==> src/rtl/core/spcc_pkg.sv <==
// Package for the sensor packet CRC checker: status codes, register
// indexes, result struct and the byte-wide CRC-16/CCITT update function.
// No dependencies.
`default_nettype none

package spcc_pkg;

    // CRC-16/CCITT constants (MSB first, no final xor)
    localparam logic [15:0] CRC_INIT = 16'hFFFF;
    localparam logic [15:0] CRC_POLY = 16'h1021;

    // Configuration register indexes
    localparam int unsigned CFG_IDX_W = 8;
    localparam logic [CFG_IDX_W-1:0] CFG_MAGIC_VALUE    = 8'd0;
    localparam logic [CFG_IDX_W-1:0] CFG_CHECKSUM_BIG_E = 8'd1;

    // Packet status codes
    typedef enum logic [1:0] {
        STATUS_OK          = 2'd0,
        STATUS_BAD_LENGTH  = 2'd1,
        STATUS_BAD_MAGIC   = 2'd2,
        STATUS_BAD_CRC     = 2'd3
    } status_t;

    // One result beat
    typedef struct packed {
        status_t     status;
        logic [15:0] computed_crc;
    } result_t;

    // Unrolled 8-bit CRC update, one shift per data bit
    function automatic logic [15:0] crc_byte(input logic [15:0] crc_in,
                                             input logic [7:0]  data);
        logic [15:0] crc;
        crc = crc_in ^ {data, 8'h00};
        for (int k = 0; k < 8; k++) begin
            if (crc[15]) begin
                crc = {crc[14:0], 1'b0} ^ CRC_POLY;
            end else begin
                crc = {crc[14:0], 1'b0};
            end
        end
        return crc;
    endfunction

endpackage

`default_nettype wire

==> src/rtl/core/spcc_tracker.sv <==
// Per-packet tracker: byte counter, running CRC, magic check, held checksum
// byte and the status decision on the last byte. Uses spcc_pkg.
`default_nettype none

module spcc_tracker #(
    parameter int unsigned PACKET_BYTES = 16
) (
    input  wire logic                 aclk,
    input  wire logic                 aresetn,
    input  wire logic                 beat_accept,
    input  wire logic [7:0]           data_byte,
    input  wire logic                 last_byte,
    input  wire logic [7:0]           magic_value,
    input  wire logic                 checksum_big_endian,
    output logic                      res_valid,
    output spcc_pkg::result_t         res
);

    localparam int unsigned CNT_W = $clog2(PACKET_BYTES + 1);
    localparam logic [CNT_W-1:0] CNT_MAX   = CNT_W'(PACKET_BYTES);
    localparam logic [CNT_W-1:0] POS_HELD  = CNT_W'(PACKET_BYTES - 2);
    localparam logic [CNT_W-1:0] POS_FINAL = CNT_W'(PACKET_BYTES - 1);

    logic [CNT_W-1:0] byte_count_reg, byte_count_next;
    logic [15:0]      crc_reg, crc_next;
    logic             magic_bad_reg, magic_bad_next;
    logic [7:0]       held_reg;
    logic [15:0]      received;
    logic [15:0]      crc_upd;

    assign crc_upd = spcc_pkg::crc_byte(crc_reg, data_byte);

    // Per-byte update of the packet state
    always_comb begin
        byte_count_next = byte_count_reg;
        crc_next        = crc_reg;
        magic_bad_next  = magic_bad_reg;
        if (byte_count_reg == '0) begin
            magic_bad_next = (data_byte != magic_value);
        end
        if (byte_count_reg < POS_HELD) begin
            crc_next = crc_upd;
        end
        if (!last_byte && byte_count_reg < CNT_MAX) begin
            byte_count_next = byte_count_reg + 1'b1;
        end
    end

    // Received checksum assembly
    assign received = checksum_big_endian ? {held_reg, data_byte}
                                          : {data_byte, held_reg};

    // Status decision for the flagged byte
    always_comb begin
        res_valid        = beat_accept && last_byte;
        res.computed_crc = crc_next;
        if (byte_count_reg != POS_FINAL) begin
            res.status = spcc_pkg::STATUS_BAD_LENGTH;
        end else if (magic_bad_next) begin
            res.status = spcc_pkg::STATUS_BAD_MAGIC;
        end else if (crc_next != received) begin
            res.status = spcc_pkg::STATUS_BAD_CRC;
        end else begin
            res.status = spcc_pkg::STATUS_OK;
        end
    end

    // Packet state registers, cleared after the last byte
    always_ff @(posedge aclk) begin
        if (!aresetn) begin
            byte_count_reg <= '0;
            crc_reg        <= spcc_pkg::CRC_INIT;
            magic_bad_reg  <= 1'b0;
        end else if (beat_accept) begin
            if (last_byte) begin
                byte_count_reg <= '0;
                crc_reg        <= spcc_pkg::CRC_INIT;
                magic_bad_reg  <= 1'b0;
            end else begin
                byte_count_reg <= byte_count_next;
                crc_reg        <= crc_next;
                magic_bad_reg  <= magic_bad_next;
            end
        end
    end

    // First checksum byte, no reset needed
    always_ff @(posedge aclk) begin
        if (beat_accept && byte_count_reg == POS_HELD) begin
            held_reg <= data_byte;
        end
    end

    a_count_sat: assert property (@(posedge aclk) disable iff (!aresetn)
        byte_count_reg <= CNT_MAX)
        else $error("byte counter beyond packet length");

    a_clear_after_last: assert property (@(posedge aclk) disable iff (!aresetn)
        beat_accept && last_byte |=> byte_count_reg == '0 &&
                                     crc_reg == spcc_pkg::CRC_INIT && !magic_bad_reg)
        else $error("packet state not cleared after last beat");

    a_idle_hold: assert property (@(posedge aclk) disable iff (!aresetn)
        !beat_accept |=> $stable(byte_count_reg) && $stable(crc_reg))
        else $error("packet state moved without a beat");

endmodule

`default_nettype wire

==> src/rtl/core/spcc_out_buf.sv <==
// Two-entry result buffer: output register plus skid entry, so input beats
// keep flowing while a result waits. Uses spcc_pkg.
`default_nettype none

module spcc_out_buf (
    input  wire logic               aclk,
    input  wire logic               aresetn,
    input  wire logic               res_valid,
    input  wire spcc_pkg::result_t  res,
    output logic                    in_ready,
    output logic                    m_valid,
    input  wire logic               m_ready,
    output spcc_pkg::result_t       m_res
);

    logic              out_valid_reg, out_valid_next;
    spcc_pkg::result_t out_reg, out_next;
    logic              sk_valid_reg, sk_valid_next;
    spcc_pkg::result_t sk_reg, sk_next;
    logic              out_free;

    assign out_free = !out_valid_reg || m_ready;
    assign in_ready = !sk_valid_reg;
    assign m_valid  = out_valid_reg;
    assign m_res    = out_reg;

    // Buffer steering
    always_comb begin
        out_valid_next = out_valid_reg;
        out_next       = out_reg;
        sk_valid_next  = sk_valid_reg;
        sk_next        = sk_reg;
        if (out_free) begin
            if (sk_valid_reg) begin
                out_valid_next = 1'b1;
                out_next       = sk_reg;
                sk_valid_next  = 1'b0;
            end else begin
                out_valid_next = res_valid;
                out_next       = res;
            end
        end else if (res_valid) begin
            sk_valid_next = 1'b1;
            sk_next       = res;
        end
    end

    // Control state
    always_ff @(posedge aclk) begin
        if (!aresetn) begin
            out_valid_reg <= 1'b0;
            sk_valid_reg  <= 1'b0;
        end else begin
            out_valid_reg <= out_valid_next;
            sk_valid_reg  <= sk_valid_next;
        end
    end

    // Payload
    always_ff @(posedge aclk) begin
        out_reg <= out_next;
        sk_reg  <= sk_next;
    end

    a_skid_behind_out: assert property (@(posedge aclk) disable iff (!aresetn)
        sk_valid_reg |-> out_valid_reg)
        else $error("skid entry full while output empty");

    a_no_overflow: assert property (@(posedge aclk) disable iff (!aresetn)
        res_valid |-> !sk_valid_reg)
        else $error("result arrived with buffer full");

    a_skid_drains: assert property (@(posedge aclk) disable iff (!aresetn)
        sk_valid_reg && m_ready |=> out_valid_reg && !sk_valid_reg)
        else $error("skid entry not moved to output");

endmodule

`default_nettype wire

==> src/rtl/core/sensor_packet_crc_checker_top.sv <==
// Sensor packet CRC checker, top level: configuration registers, packet
// tracker and result buffer. Uses spcc_pkg, spcc_tracker, spcc_out_buf.
//
// Takes one packet byte per clock cycle while s_ready is high and checks
// packets of PACKET_BYTES bytes: CRC-16/CCITT (poly 0x1021, init 0xFFFF)
// over all but the last two bytes, which carry the received checksum, and
// the first byte against magic_value. On the beat flagged s_last_byte one
// result beat carries the status (wrong length, bad magic, checksum
// mismatch, ok, in that priority) and the computed CRC. Throughput is one
// byte per cycle, set by the unrolled byte-wide CRC update; results go
// through a two-entry output buffer, and s_ready drops only while both
// entries hold results that m_ready has not taken. Write configuration
// only while no packet is in flight; cfg_ready is always high.
`default_nettype none

module sensor_packet_crc_checker_top #(
    parameter int unsigned PACKET_BYTES = 16
) (
    input  wire logic                           aclk,
    input  wire logic                           aresetn,
    // byte input
    input  wire logic                           s_valid,
    output logic                                s_ready,
    input  wire logic [7:0]                     s_data_byte,
    input  wire logic                           s_last_byte,
    // result output
    output logic                                m_valid,
    input  wire logic                           m_ready,
    output logic [1:0]                          m_status,
    output logic [15:0]                         m_computed_crc,
    // configuration writes
    input  wire logic                           cfg_valid,
    output logic                                cfg_ready,
    input  wire logic [spcc_pkg::CFG_IDX_W-1:0] cfg_index,
    input  wire logic [7:0]                     cfg_data
);

    logic [7:0]        magic_reg;
    logic              big_endian_reg;
    logic              beat_accept;
    logic              res_valid;
    spcc_pkg::result_t res;
    spcc_pkg::result_t m_res;
    logic              buf_ready;

    assign cfg_ready   = 1'b1;
    assign s_ready     = buf_ready;
    assign beat_accept = s_valid && buf_ready;

    // Configuration registers
    always_ff @(posedge aclk) begin
        if (!aresetn) begin
            magic_reg      <= 8'h00;
            big_endian_reg <= 1'b0;
        end else if (cfg_valid) begin
            case (cfg_index)
                spcc_pkg::CFG_MAGIC_VALUE:    magic_reg      <= cfg_data;
                spcc_pkg::CFG_CHECKSUM_BIG_E: big_endian_reg <= cfg_data[0];
                default: ;
            endcase
        end
    end

    spcc_tracker #(
        .PACKET_BYTES (PACKET_BYTES)
    ) u_tracker (
        .aclk                (aclk),
        .aresetn             (aresetn),
        .beat_accept         (beat_accept),
        .data_byte           (s_data_byte),
        .last_byte           (s_last_byte),
        .magic_value         (magic_reg),
        .checksum_big_endian (big_endian_reg),
        .res_valid           (res_valid),
        .res                 (res)
    );

    spcc_out_buf u_out_buf (
        .aclk      (aclk),
        .aresetn   (aresetn),
        .res_valid (res_valid),
        .res       (res),
        .in_ready  (buf_ready),
        .m_valid   (m_valid),
        .m_ready   (m_ready),
        .m_res     (m_res)
    );

    assign m_status       = m_res.status;
    assign m_computed_crc = m_res.computed_crc;

endmodule

`default_nettype wire

==> config.mk <==
export PLATFORM = sky130hd
export DESIGN_NAME = sensor_packet_crc_checker_top
export DESIGN_NICKNAME = d
export VERILOG_FILES = /design/src/rtl/core/spcc_pkg.sv /design/src/rtl/core/spcc_tracker.sv /design/src/rtl/core/spcc_out_buf.sv /design/src/rtl/core/sensor_packet_crc_checker_top.sv
export SDC_FILE = /design/constraint.sdc
export NUM_CORES = 1
export LEC_CHECK = 0
export BUFFER_PORTS_ARGS = -buffer_cell sky130_fd_sc_hd__buf_2
export CORE_MARGIN = 1
export CORE_UTILIZATION = 45
export CTS_BUF_LIST = sky130_fd_sc_hd__clkbuf_4 sky130_fd_sc_hd__clkbuf_8
export DETAILED_ROUTE_END_ITERATION = 6
export MAX_ROUTING_LAYER = met4
export SETUP_SLACK_MARGIN = 0.4
export SYNTH_ARGS = -nofsm -noshare
export SYNTH_HDL_FRONTEND = slang
export SYNTH_SLANG_ARGS = --single-unit
export TNS_END_PERCENT = 20
==> constraint.sdc <==
create_clock -name aclk -period 2.59 [get_ports aclk]
set_input_delay 0.259 -clock aclk [delete_from_list [all_inputs] [get_ports aclk]]
set_output_delay 0.259 -clock aclk [all_outputs]
set_load 0.005 [all_outputs]
* Word-level counts from Yosys, hierarchy flattened
Index checks and enable logic that the tools add are counted.
Operators by class: muxes and demuxes 20, shifts and indexed selects 0, magnitude comparators 2, bitwise logic cells 11, $mul 0, reduce and logical (&&, ||, !) cells 16, $add $sub $neg 1, eq/ne operators 5, divide/modulo/power cells 0
Operators with widths (number):
- 13-bit 2-to-1 mux | 8
- 16-bit 2-to-1 mux | 3
- 3-bit inverter | 8
- 18-bit 2-to-1 mux | 1
- 16-bit inequality test | 1
- 16-bit bitwise XOR | 1
- 5-bit 2-to-1 mux | 2
- 8-bit by 1-bit == test with 1-bit output (second input constant) | 1
- 8-bit zero test | 1
- 8-bit inequality test | 1
- 2-bit AND reduction | 4
- 2-bit 2-to-1 mux | 3
- 5-bit by 1-bit adder with 5-bit output (second input constant) | 1
- 5-bit by 4-bit == test with 1-bit output (second input constant) | 1
- 5-bit zero test | 1
- 5-bit by 4-bit less-than comparator with 1-bit output (second input constant) | 1
- 5-bit less-than comparator (second input constant) | 1
- 5-bit by 4-bit inequality test with 1-bit output (second input constant) | 1
- 1-bit logical AND | 4
- 1-bit zero test | 3
- 1-bit 2-to-1 mux | 3
- 1-bit inverter | 2
- 2-bit nonzero test | 1
- 2-bit OR reduction | 1
- 1-bit logical OR | 1
Word-level totals: ROM bits 0, bits in writable memories 0, word-level logic and storage cells 67, output and inout bits 21, latch bits 0, input port bits 30, memories kept 0, register bits 77

* Depth between registers and ports, before layout
Gate-level depths: netlist of the first run.
depth after elaboration 23, mapped depth 9, depth with buffers taken out 7

* Modules after synthesis
Synthesis of the first run repeated with hierarchy kept, for this count alone.
Second synthesis, totals: cells, all modules 389, area, all modules 4359.2 sq um
Modules (own cells, without submodules):
- spcc_tracker | instances 1, cells an instance 279, seq. area each 680.7 sq um, area an instance 2496.1 sq um
- spcc_out_buf | instances 1, cells an instance 65, seq. area each 1121.1 sq um, area an instance 1457.6 sq um
- sensor_packet_crc_checker_top | instances 1, cells an instance 45, seq. area each 180.2 sq um, area an instance 405.4 sq um

* Worst setup path before layout of the first run
Ideal clock, no wire load.
path kind register to register, from register big_endian_reg, to register u_out_buf.sk_reg[17] (netlist name) (data pin), buffers on the path 3, cell stages (with the launch flop) 10, required time 2.323 ns, clock period less this slack 2.309 ns, arrival 2.042 ns, slack 0.281 ns, setup time 0.267 ns, path through dfxtp_1 -> buf_2 -> buf_2 -> buf_1 -> a21oi_1 -> xnor2_1 -> nor4_1 -> a31oi_1 -> nor4_4 -> a21boi_1
RTL lines:
- start: declaration | RTL line sensor_packet_crc_checker_top.sv:39 | logic big_endian_reg;
- start signal: assignment | RTL line sensor_packet_crc_checker_top.sv:58 | spcc_pkg::CFG_CHECKSUM_BIG_E: big_endian_reg <= cfg_data[0];
- end signal: assignment | RTL line spcc_out_buf.sv:62 | sk_reg <= sk_next;
- end: declaration | RTL line spcc_out_buf.sv:19 | spcc_pkg::result_t sk_reg, sk_next;

* Worst setup path after layout of the first run
from register u_tracker.byte_count_reg[3], to register u_out_buf.out_reg (netlist bit u_out_buf.m_res[16]) (data pin)
On the way: longest elaborated chain between the ends 7, elaborated cells between the ends (all ways) 10, those cells by class 1 x order compare; 2 x eq/ne; 6 x mux; 1 x reduce/logical
RTL lines:
- start: declaration | RTL line spcc_tracker.sv:24 | logic [CNT_W-1:0] byte_count_reg, byte_count_next;
- start signal: assignment | RTL line spcc_tracker.sv:80 | byte_count_reg <= byte_count_next;
- 5-bit by 4-bit less-than comparator with 1-bit output | RTL line spcc_tracker.sv:41 | if (byte_count_reg < POS_HELD) begin
- 16-bit 2-to-1 mux | RTL line spcc_tracker.sv:41
- 16-bit inequality test | RTL line spcc_tracker.sv:61 | end else if (crc_next != received) begin
- 2-bit 2-to-1 mux | RTL line spcc_tracker.sv:61
- 2-bit 2-to-1 mux | RTL line spcc_tracker.sv:59 | end else if (magic_bad_next) begin
- 2-bit 2-to-1 mux * | RTL line spcc_tracker.sv:57 | if (byte_count_reg != POS_FINAL) begin
- 18-bit 2-to-1 mux * | RTL line spcc_out_buf.sv:34 | if (sk_valid_reg) begin
- end signal: assignment | RTL line spcc_out_buf.sv:61 | out_reg <= out_next;
- end: declaration | RTL line spcc_out_buf.sv:17 | spcc_pkg::result_t out_reg, out_next;
Every way passes the cells marked *; elsewhere a longest branch is shown, timed or not. A chain may end at the register's enable or synchronous reset.

==> results.py, run 1 <==
metrics = {
    "routing": {
        "detailroute.wirelength.met3_um": 501,
        "detail_route.drc_violations": 0,
        "detailroute.wirelength.met2_mm": 4.82,
        "routedWlPerCell_um": 16.9,
        "drt_initial_violations": 223,
        "top_signal_layer_used": "met4",
        "routed_wl_mm": 10.5,
        "via_count": 3243,
        "ant_nets": 0,
        "met1Wirelength_mm": 5.04,
        "via_per_inst": 5.23,
        "drt_first_pass_iters": 5,
    },
    "place": {
        "gpl.final_weighted_congestion": 1.03,
        "io_buffer_count": 49,
        "hpwl_mm": 7.67,
        "place_inst": 592,
        "pre_cts_slack_ns": 0.0451,
    },
    "power_and_ir_drop": {
        "pwr-share-clk": 0.270,
        "p_total_uw": 3470,
        "power_leakage_uw": 0.00217,
        "power_report.internal_total_uw": 2430,
        "p_sw_uw": 1040,
        "power_switching_share": 0.298,
        "comb_power_share": 0.289,
        "power.share.sequential": 0.441,
        "power.ir.vdd_worst_mv": 0.344,
        "power_per_unit_of_standard_cell_area_nw_per_um2": 655,
    },
    "synthesis": {
        "synth_async_sr_flop_share": 0,
        "synth_seq_cells": 77,
        "synthesis.yosys.warnings": 0,
        "synthesis.instances": 411,
        "count_of_flip_flops_with_a_built_in_enable_after_synthesis": 44,
        "synth-main-ff-cell": "edfxtp_1",
        "netlist-cell-type-count": 67,
        "syn-cell-area_um2": 4350,
        "synth.avg_cell_area_um2": 10.6,
        "synth.net_count": 445,
        "sequential_area_share_after_synthesis": 0.455,
    },
    "global_route": {
        "grt.total_usage": 0.230,
        "grt_max_degree": 33,
        "vias_in_the_first_global_route": 3187,
        "grt_remaining_overflow": 0,
        "grt_pass1_wl_mm": 16.9,
        "grt_antenna_before_repair": 0,
    },
    "sta": {
        "worst_pin_slew_ns": 0.772,
        "final.period_utilization": 0.901,
        "timing_hold_violations_final": 0,
        "layout_min_cycle_time_ns": 2.33,
        "maxSlewViolCount": 0,
        "achievable-frequency_mhz": 429,
        "final.hold.worst_slack_ns": 0.174,
        "worst_slew_margin_rel": 0.485,
        "finalWorstSetupSlack_ns": 0.258,
        "rsz0062_at_grt": "true",
        "total_negative_slack_ns": 0,
        "final_number_of_setup_violating_endpoints": 0,
        "worst_clock_skew_ns": 0.0176,
    },
    "clock_tree": {
        "number_of_buffers_added_by_the_clock_tree_synthesis_step": 9,
        "clk_latency_ns": 0.35,
        "clock_path_buffers": 2,
        "root_buffer": "clkbuf_8",
        "h-tree-depth": 3,
        "cts_hold_buf": 0,
        "clock_sinks": 77,
        "clk_pin_slew_ns": 0.10,
        "tritoncts": "built",
    },
    "floorplan": {
        "die_height_um": 100,
        "initial_utilization": 0.469,
        "die_outline_area_um2": 10100,
        "chip_width_um": 100,
        "pin_count": 51,
        "floorplan.rows": 35,
        "core-area_um2": 9280,
    },
    "cells_and_area": {
        "layout.cells.non_filler": 620,
        "antenna_cells": 0,
        "fraction_of_layout_instances_using_a_drive_strength_above_1": 0.305,
        "syn2layout_area_growth_pct": 21.6,
        "layout.nets": 520,
    },
    "outcome": {
        "status": "finished, final reports clean",
    },
    "setup_path": {
        "crit_path_max_fanout": 11,
        "worst-endpoint-required_ns": 2.67,
        "worst_setup_path_start_kind": "flip-flop",
        "crit_type": "reg -> reg",
        "crit_path_end_kind": "flip-flop",
        "cp.arrival_ns": 2.41,
    },
    "flow_run": {
        "max_cap_viol_count": 0,
    },
    "hold_path": {
        "hold_path_class": "in -> reg",
    },
}
[per-stage QoR]
| step | utilization | area [um^2] |
|---|---|---|
| floorplan | - | 4380 |
| global placement | 0.526 | 4880 |
| detailed placement | 0.526 | 4880 |
| CTS | 0.566 | 5260 |
| global route | 0.570 | 5290 |
| finish | 0.570 | 5290 |
[what timing repair did]
| action | CTS | global route |
|---|---|---|
| gates resized for setup | 24 | 4 |
| setup buffers | 9 | 3 |
| endpoints found under the setup margin | 4 | 4 |
| pin swaps | 10 | 2 |
[per-layer routing]
layer | GRT usage | up-vias
li1 | - | 1614
met1 | 0.320 | 1534
met2 | 0.351 | 87
met3 | 0.0369 | 8
met4 | 0.0557 | 0
met5 | - | -
[critical path: stages, from the launching register on]
cell and delay, ns:
dfxtp_1 0.50, a31oi_4 0.16, buf_4 0.22, buf_4 0.16, a211o_1 0.30, a22oi_2 0.16
o221ai_2 0.15, nor4_4 0.15, buf_4 0.18, o31ai_2 0.06
[power by group through the flow]
stage	logic (uW)	registers, uW	clock network, uW
final	1000	1530	936
after global routing	1110	1550	1000
after CTS	1000	1530	956
after detailed placement	913	1550	0
after global placement	908	1550	0
after floorplan	584	1560	0
[final cells by class]
type | instances | area [um^2]
clock buffer | 10 | 131
clock inverter | 6 | 70.1
fill | 855 | 3990
inverter | 19 | 71.3
multi-input combinational | 290 | 2300
sequential | 77 | 1990
tap | 129 | 161
timing repair buffer | 89 | 569
[cell usage in the layout (no fill, tap or decap), types with 3 or more instances in the layout]
master      Yosys  layout
clkbuf_8        0       9
nor2b_1        14      13
nand2_1        45      45
and2_1          6       6
a31oi_1         3       3
xor2_1         14      14
inv_1          17      17
mux2i_1        26      22
o211ai_1       15      15
xnor2_2         2       5
nor2_1         20      20
mux2i_2         0       4
dfxtp_2         0       5
ha_1            4       4
xor3_1          5       4
a21oi_1        16      15
buf_2           5      49
nand3_1        11      11
xnor3_1         4       4
o21ai_1        17      18
a21o_1          3       3
edfxtp_1       44      44
o21ai_0         5       4
dfxtp_1        33      27
nor4_1          4       4
or3_1           4       4
clkinvlp_4      0       3
buf_4           1      37
mux2_2          8       8
xnor2_1        20      16
[cells in the mapped netlist, drive strengths merged (3+ instances only)]
cell type | instances | area, um^2
xnor3 | 4 | 90.1
mux2i | 26 | 260
nor2 | 20 | 75.1
inv | 19 | 71.3
o21ai | 23 | 119
buf | 9 | 51.3
ha | 4 | 50.1
o211ai | 15 | 113
xnor2 | 23 | 235
edfxtp | 44 | 1320
a31oi | 4 | 31.3
dfxtp | 33 | 661
clkbuf | 16 | 60.1
mux2 | 10 | 113
nand3 | 11 | 55.1
a21boi | 4 | 30.0
or3 | 4 | 25.0
xor2 | 14 | 123
nor2b | 14 | 87.6
a21o | 3 | 22.5
nor4 | 5 | 46.3
a21oi | 16 | 80.1
and2 | 6 | 37.5
nor3 | 3 | 15.0
xor3 | 6 | 144
nand2 | 45 | 169
[final timing paths]
path                          startpoint                    end  slack [ns]  depth (start not counted)
max          u_tracker.byte_count_reg[3]    u_out_buf.m_res[16]        0.26                          9
min                          cfg_data[2]           magic_reg[2]        0.17                          3
max reg2reg  u_tracker.byte_count_reg[3]    u_out_buf.m_res[16]        0.26                          9
min reg2reg        u_tracker.crc_reg[10]  u_tracker.crc_reg[10]        0.52                          2
[logic make-up after synthesis]
logic type | count (synthesis) | synth area share
simple gates | 119 | 0.136
flops | 77 | 0.455
other cells | 1 | 0.000861
mux | 36 | 0.0857
fa+ha+maj | 4 | 0.0115
buf+inv | 44 | 0.0420
compound gates | 83 | 0.133
xor+xnor | 47 | 0.136
No activity file was read; power rests on OpenSTA's default activity.
==> run 2, diff against run 1 <==
- ABC_AREA: not set -> 1
==> run 2 against run 1 <==
The run now ends with DRC left. Critical path depth grew 5. Clock-buffer cell count grew 1. Worst hold slack lost 0.042 ns. Setup slack gained 0.33 ns. Via count grew 16%. Wire length grew 3.1%. First-iteration DRC count grew 13%. Power shrank 15%. Sequential share of layout area grew 1.7 points. Final area shrank 3.5%. Critical path type unchanged.
==> results.py, run 2 <==
metrics = {
    "sta": {
        "final_number_of_setup_violating_endpoints": 0,
        "maxSlewViolCount": 0,
        "worst_clock_skew_ns": 0.0152,
        "layout_min_cycle_time_ns": 2.00,
        "worst_pin_slew_ns": 0.870,
        "timing_hold_violations_final": 0,
        "total_negative_slack_ns": 0,
        "final.hold.worst_slack_ns": 0.131,
        "achievable-frequency_mhz": 500,
        "final.period_utilization": 0.772,
        "worst_slew_margin_rel": 0.418,
        "rsz0062_at_grt": "false",
    },
    "synthesis": {
        "synth.net_count": 597,
        "syn-cell-area_um2": 4190,
        "netlist-cell-type-count": 33,
        "synth.area.top_cells": "edfxtp_1 32%, nand2_1 18%, dfxtp_1 16%",
        "post-synth-top-area-fraction": 0.316,
        "synthesis.yosys.warnings": 0,
        "synth-main-ff-cell": "edfxtp_1",
        "yosys.area.top_type": "edfxtp_1",
        "synth_async_sr_flop_share": 0,
        "synth.avg_cell_area_um2": 7.44,
        "count_of_flip_flops_with_a_built_in_enable_after_synthesis": 44,
        "yosys-top-cells-count": "202 x nand2_1, 66 x inv_1, 51 x o21ai_0, 44 x edfxtp_1, 34 x nand3_1",
        "sequential_area_share_after_synthesis": 0.473,
        "synthesis.instances": 563,
        "synth_seq_cells": 77,
        "synth.most_common_cell": "nand2_1",
    },
    "clock_tree": {
        "root_buffer": "clkbuf_8",
        "clk_pin_slew_ns": 0.09,
        "clk_latency_ns": 0.36,
        "clock_path_buffers": 2,
        "h-tree-depth": 3,
        "number_of_buffers_added_by_the_clock_tree_synthesis_step": 9,
        "clock_sinks": 77,
        "tritoncts": "built",
    },
    "cells_and_area": {
        "multi_input_comb_area_um2": 2030,
        "layout.cell_area.non_filler_um2": 5110,
        "final_common_cell": "nand2_1",
        "fill_cells": 831,
        "layout.cells.most_common_list": "164 x nand2_1, 62 x inv_1, 50 x o21ai_0",
        "fraction_of_layout_instances_using_a_drive_strength_above_1": 0.263,
        "syn2layout_area_growth_pct": 22.0,
        "layout.nets": 659,
        "antenna_cells": 0,
        "layout.cells.non_filler": 738,
        "ff_latch_area_um2": 2010,
    },
    "floorplan": {
        "initial_utilization": 0.473,
        "pin_count": 51,
        "chip_width_um": 98.5,
        "floorplan.rows": 34,
        "die_height_um": 98.5,
        "die_outline_area_um2": 9690,
        "core-area_um2": 8850,
    },
    "routing": {
        "via_per_inst": 5.11,
        "routed_wl_mm": 10.8,
        "ant_nets": 0,
        "via_count": 3772,
        "routedWlPerCell_um": 14.6,
        "detail_route.drc_violations": 1,
        "drt_initial_violations": 251,
        "drt_first_pass_iters": 7,
    },
    "place": {
        "io_buffer_count": 49,
        "place_inst": 709,
        "gpl.final_weighted_congestion": 0.884,
        "placed_cell_area_um2": 4520,
        "hpwl_mm": 7.83,
    },
    "setup_path": {
        "crit_path_max_fanout": 6,
        "worst-endpoint-required_ns": 2.70,
        "crit_type": "reg -> reg",
        "critical_path.cell_chain": "nand3_4, nand2_8, clkbuf_16, nand2_1, nand3b_1, nand2_1, nor2_1, nand2_1, nor2_2, nand2_2, o21bai_1, nand2_1, nand2_1, nand2_1",
        "r2r.worst_path.cells": 14,
        "critical_path.max_stage_delay_ns": 0.40,
        "worst_setup_path_start_kind": "flip-flop",
        "regToRegSetupSlack_ns": 0.59,
        "cp.arrival_ns": 2.11,
        "crit_path_end_kind": "flip-flop",
        "path_common_cell": "nand2_1",
        "crit_path_top_delay_cell": "dfxtp_4",
    },
    "flow_run": {
        "max_cap_viol_count": 0,
    },
    "global_route": {
        "grt.total_usage": 0.237,
        "grt_max_degree": 36,
        "vias_in_the_first_global_route": 3221,
        "grt_pass1_wl_mm": 17.0,
        "grt_remaining_overflow": 0,
        "grt_antenna_before_repair": 0,
    },
    "power_and_ir_drop": {
        "p_total_uw": 2940,
        "power_leakage_uw": 0.00236,
        "power_per_unit_of_standard_cell_area_nw_per_um2": 575,
        "power.ir.vdd_worst_mv": 0.320,
    },
    "hold_path": {
        "hold_path_class": "in -> reg",
        "depth_of_the_worst_hold_timing_path": 3,
    },
    "outcome": {
        "status": "finished with violations",
        "violated_checks": "DRC",
    },
}
-- run 2: cell count changes after synthesis, moves of 9 or more --
| cell | before | now |
|---|---|---|
| nand2_1 | 45 | 202 |
| xnor2_1 | 20 | 5 |
| inv_1 | 17 | 66 |
| o21ai_1 | 17 | 0 |
| o21ai_0 | 5 | 51 |
| nand3_1 | 11 | 34 |
| xor2_1 | 14 | 3 |
| nor2b_1 | 14 | 0 |
| nor2_1 | 20 | 29 |
| mux2i_1 | 26 | 0 |
| o211ai_1 | 15 | 0 |
-- run 2: worst max-delay path, delay by kind of cell (launching register included) --
kind                   cells  cell delay [ns]
AOI/OAI and AO/OA          1             0.12
buffers and inverters      1             0.17
DFF                        1             0.40
and+or+nand+nor           12             1.07
-- run 2: kinds of logic after synthesis --
group / count (synthesis) / share of synthesized area
simple gates: 294 / 0.295
buf+inv: 91 / 0.0888
compound gates: 88 / 0.113
flops: 77 / 0.473
xor+xnor: 8 / 0.0167
fa+ha+maj: 4 / 0.0120
other cells: 1 / 0.000896
-- run 2: power by group --
part	leakage (uW)	switching (uW)	internal [uW]	total (uW)
sequential	0.000695	38.7	1380	1420
clock	0.0000968	473	469	943
combinational	0.00157	363	212	574
total	0.00236	875	2060	2940
-- run 2: final timing paths --
| check | start | end |
|---|---|---|
| setup / recovery | u_tracker.byte_count_reg[1] | u_out_buf.m_res[16] |
| setup reg to reg | u_tracker.byte_count_reg[1] | u_out_buf.m_res[16] |
| hold reg to reg | u_tracker.magic_bad_reg | u_tracker.magic_bad_reg |
| hold / removal | cfg_data[1] | magic_reg[1] |
-- run 2: metrics by stage --
stage | setup WS, ns | util
after floorplan | 0.548 | -
after global placement | 0.310 | 0.511
after detailed placement | 0.291 | 0.511
after CTS | 0.406 | 0.534
after global routing | 0.394 | 0.577
final | 0.592 | 0.577
-- run 2: routing by layer --
metal | vias up | global-route usage | share of wire
li1 | 1940 | - | -
met1 | 1692 | 0.337 | 0.50
met2 | 125 | 0.354 | 0.43
met3 | 15 | 0.0397 | 0.046
met4 | 0 | 0.0586 | 0.019
met5 | - | - | 0
-- run 2: what timing repair did --
action / CTS / global route
endpoints found under the hold margin: 0 / 0
hold buffers: 0 / 0
buffers inserted: 0 / 10
pin swaps: 0 / 23
gates resized for setup: 4 / 84
cloned: 0 / 3
endpoints found under the setup margin: 4 / 4
-- run 2: final cells by class --
cell class,instances,share of cell area
multi-input cells,395,0.397
flip-flops and latches,77,0.394
repair buffers,69,0.0874
inverters,73,0.0566
clock buffers,11,0.0272
well taps,108,0.0265
clock inverters,5,0.0115
==> run 3, diff against run 2 <==
- PLACE_DENSITY: not set -> 0.67
- clock period: 2.59 -> 1.7 ns (I/O delays scaled with it)
==> run 3 against run 2 <==
The run ends with DRC, setup timing left. Combinational power rose by 130%. Register-to-register slack got worse by 0.85 ns. First-iteration DRC count fell by 21%. Sequential share of layout area fell by 6.3 points. Worst hold slack got worse by 0.094 ns. Power rose by 62%. Clock-buffer cell count fell by 1. Highest routed layer unchanged.
==> results.py, run 3 (synthesized netlist as in run 2, its figures left out) <==
metrics = {
    "setup_path": {
        "worst-endpoint-required_ns": 1.82,
        "crit_path_end_kind": "flip-flop",
        "critical_path.max_stage_delay_ns": 0.36,
        "crit_path_max_fanout": 8,
        "cp.arrival_ns": 2.08,
        "path_common_cell": "nand2_1",
        "critical_path.cell_chain": "nand3_4, nand2_8, buf_12, nand2_1, nand3_1, o21ai_0, nor2_1, nand2_1, nor2_1, nand2_2, o21bai_1, nand2_1, nand2_1, nand2_1",
        "crit_type": "reg -> reg",
        "worst_setup_path_start_kind": "flip-flop",
        "crit_path_top_delay_cell": "dfxtp_2",
    },
    "power_and_ir_drop": {
        "comb_power_share": 0.276,
        "p_total_uw": 4750,
        "power_leakage_uw": 0.00290,
        "power_per_unit_of_standard_cell_area_nw_per_um2": 778,
        "p_sw_uw": 1490,
        "power_report.internal_total_uw": 3260,
        "pwr-share-clk": 0.267,
        "power.ir.vdd_worst_mv": 0.451,
        "power.share.sequential": 0.457,
        "power_switching_share": 0.314,
    },
    "routing": {
        "via_per_inst": 5.16,
        "ant_nets": 0,
        "detailroute.wirelength.met3_um": 579,
        "detail_route.drc_violations": 1,
        "routed_wl_mm": 11.9,
        "drt_initial_violations": 198,
        "top_signal_layer_used": "met4",
        "via_count": 4163,
        "drt_first_pass_iters": 7,
        "routedWlPerCell_um": 14.7,
        "detailroute.wirelength.met2_mm": 5.83,
        "met1Wirelength_mm": 5.24,
    },
    "floorplan": {
        "die_height_um": 98.5,
        "chip_width_um": 98.5,
        "core-area_um2": 8850,
        "die_outline_area_um2": 9690,
        "floorplan.rows": 34,
        "initial_utilization": 0.473,
        "pin_count": 51,
    },
    "sta": {
        "achievable-frequency_mhz": 511,
        "finalWorstSetupSlack_ns": -0.258,
        "maxSlewViolCount": 0,
        "final.period_utilization": 1.15,
        "final_number_of_setup_violating_endpoints": 5,
        "rsz0062_at_grt": "true",
        "worst_clock_skew_ns": 0.0161,
        "layout_min_cycle_time_ns": 1.96,
        "timing_hold_violations_final": 0,
    },
    "global_route": {
        "grt_antenna_before_repair": 0,
        "grt_max_degree": 36,
        "grt_remaining_overflow": 0,
        "vias_in_the_first_global_route": 3907,
        "grt.total_usage": 0.262,
        "grt_pass1_wl_mm": 18.9,
    },
    "cells_and_area": {
        "layout.cells.most_common_list": "126 x nand2_1, 60 x buf_4, 51 x inv_1",
        "fraction_of_layout_instances_using_a_drive_strength_above_1": 0.441,
        "antenna_cells": 0,
        "final_common_cell": "nand2_1",
        "syn2layout_area_growth_pct": 46.0,
        "layout.cell_area.non_filler_um2": 6110,
        "layout.nets": 728,
    },
    "clock_tree": {
        "tritoncts": "built",
        "clock_sinks": 77,
        "clock_path_buffers": 2,
        "clk_latency_ns": 0.36,
        "clk_pin_slew_ns": 0.09,
        "h-tree-depth": 3,
        "number_of_buffers_added_by_the_clock_tree_synthesis_step": 9,
        "root_buffer": "clkbuf_8",
    },
    "place": {
        "gpl.final_weighted_congestion": 0.900,
        "hpwl_mm": 8.26,
        "io_buffer_count": 49,
        "placed_cell_area_um2": 5040,
    },
    "flow_run": {
        "max_cap_viol_count": 0,
    },
    "outcome": {
        "status": "finished with violations",
        "violated_checks": "DRC, setup timing",
    },
    "hold_path": {
        "hold_path_class": "in -> reg",
    },
}
run 3: cell count changes in the layout (fill, tap and decap cells not counted), sizes merged:
cell,before,now
inv,73,74
bufinv,1,0
clkbuf,13,10
buf,67,138
clkinv,2,5
clkinvlp,2,0
run 3: metal layers:
metal,track usage,up-vias
li1,-,2091
met1,0.326,1931
met2,0.439,125
met3,0.0319,16
met4,0.0953,0
met5,-,-
run 3: layout make-up:
cell class	count	area [um^2]
Sequential cell	77	2020
Fill cell	733	2740
Clock inverter	6	37.5
Timing Repair Buffer	138	1080
Tap cell	108	135
Inverter	73	307
Multi-Input combinational cell	395	2400
Clock buffer	10	131
run 3: what timing repair did:
item                                    4_1_cts  5_1_grt
gates resized for setup                     145       87
gates cloned                                  1        0
pin swaps                                    37       49
hold buffers                                  0        0
endpoints found under the hold margin         0        0
setup buffers                                10       14
endpoints found under the setup margin       81       83
run 3: through the flow:
step | hold WS (ns) | util | setup WS, ns | cells | setup TNS (ns)
2_1_floorplan | 0.269 | - | 0.0132 | 563 | 0
3_3_place_gp | 0.407 | 0.569 | -0.394 | 766 | -1.41
3_5_place_dp | 0.417 | 0.569 | -0.439 | 766 | -1.60
4_1_cts | 0.0317 | 0.647 | -0.247 | 793 | -0.729
5_1_grt | 0.0474 | 0.691 | -0.411 | 807 | -1.59
6_report | 0.0370 | 0.691 | -0.258 | 807 | -0.825
run 3: worst paths after layout:
| check | from | to | slack (ns) | cells after the start |
|---|---|---|---|---|
| worst max-delay path | u_tracker.byte_count_reg[1] | u_out_buf.m_res[16] | -0.26 | 14 |
| worst min-delay path | cfg_data[1] | magic_reg[1] | 0.04 | 3 |
| worst max register to register | u_tracker.byte_count_reg[1] | u_out_buf.m_res[16] | -0.26 | 14 |
| worst min register to register | u_tracker.magic_bad_reg | u_tracker.magic_bad_reg | 0.50 | 2 |
run 3: power by group through the flow:
stage,combinational [uW],sequential (uW),clock [uW]
detailed placement,931,2210,0
CTS,1160,2170,1290
global route,1430,2180,1350
global placement,918,2210,0
finish,1310,2170,1270
floorplan,477,2210,0
run 3: worst max-delay path, delay by kind of cell (launching register included):
kind            cells  cell delay [ns]
buf+inv             1             0.15
simple gates       11             1.01
flops               1             0.36
compound gates      2             0.21
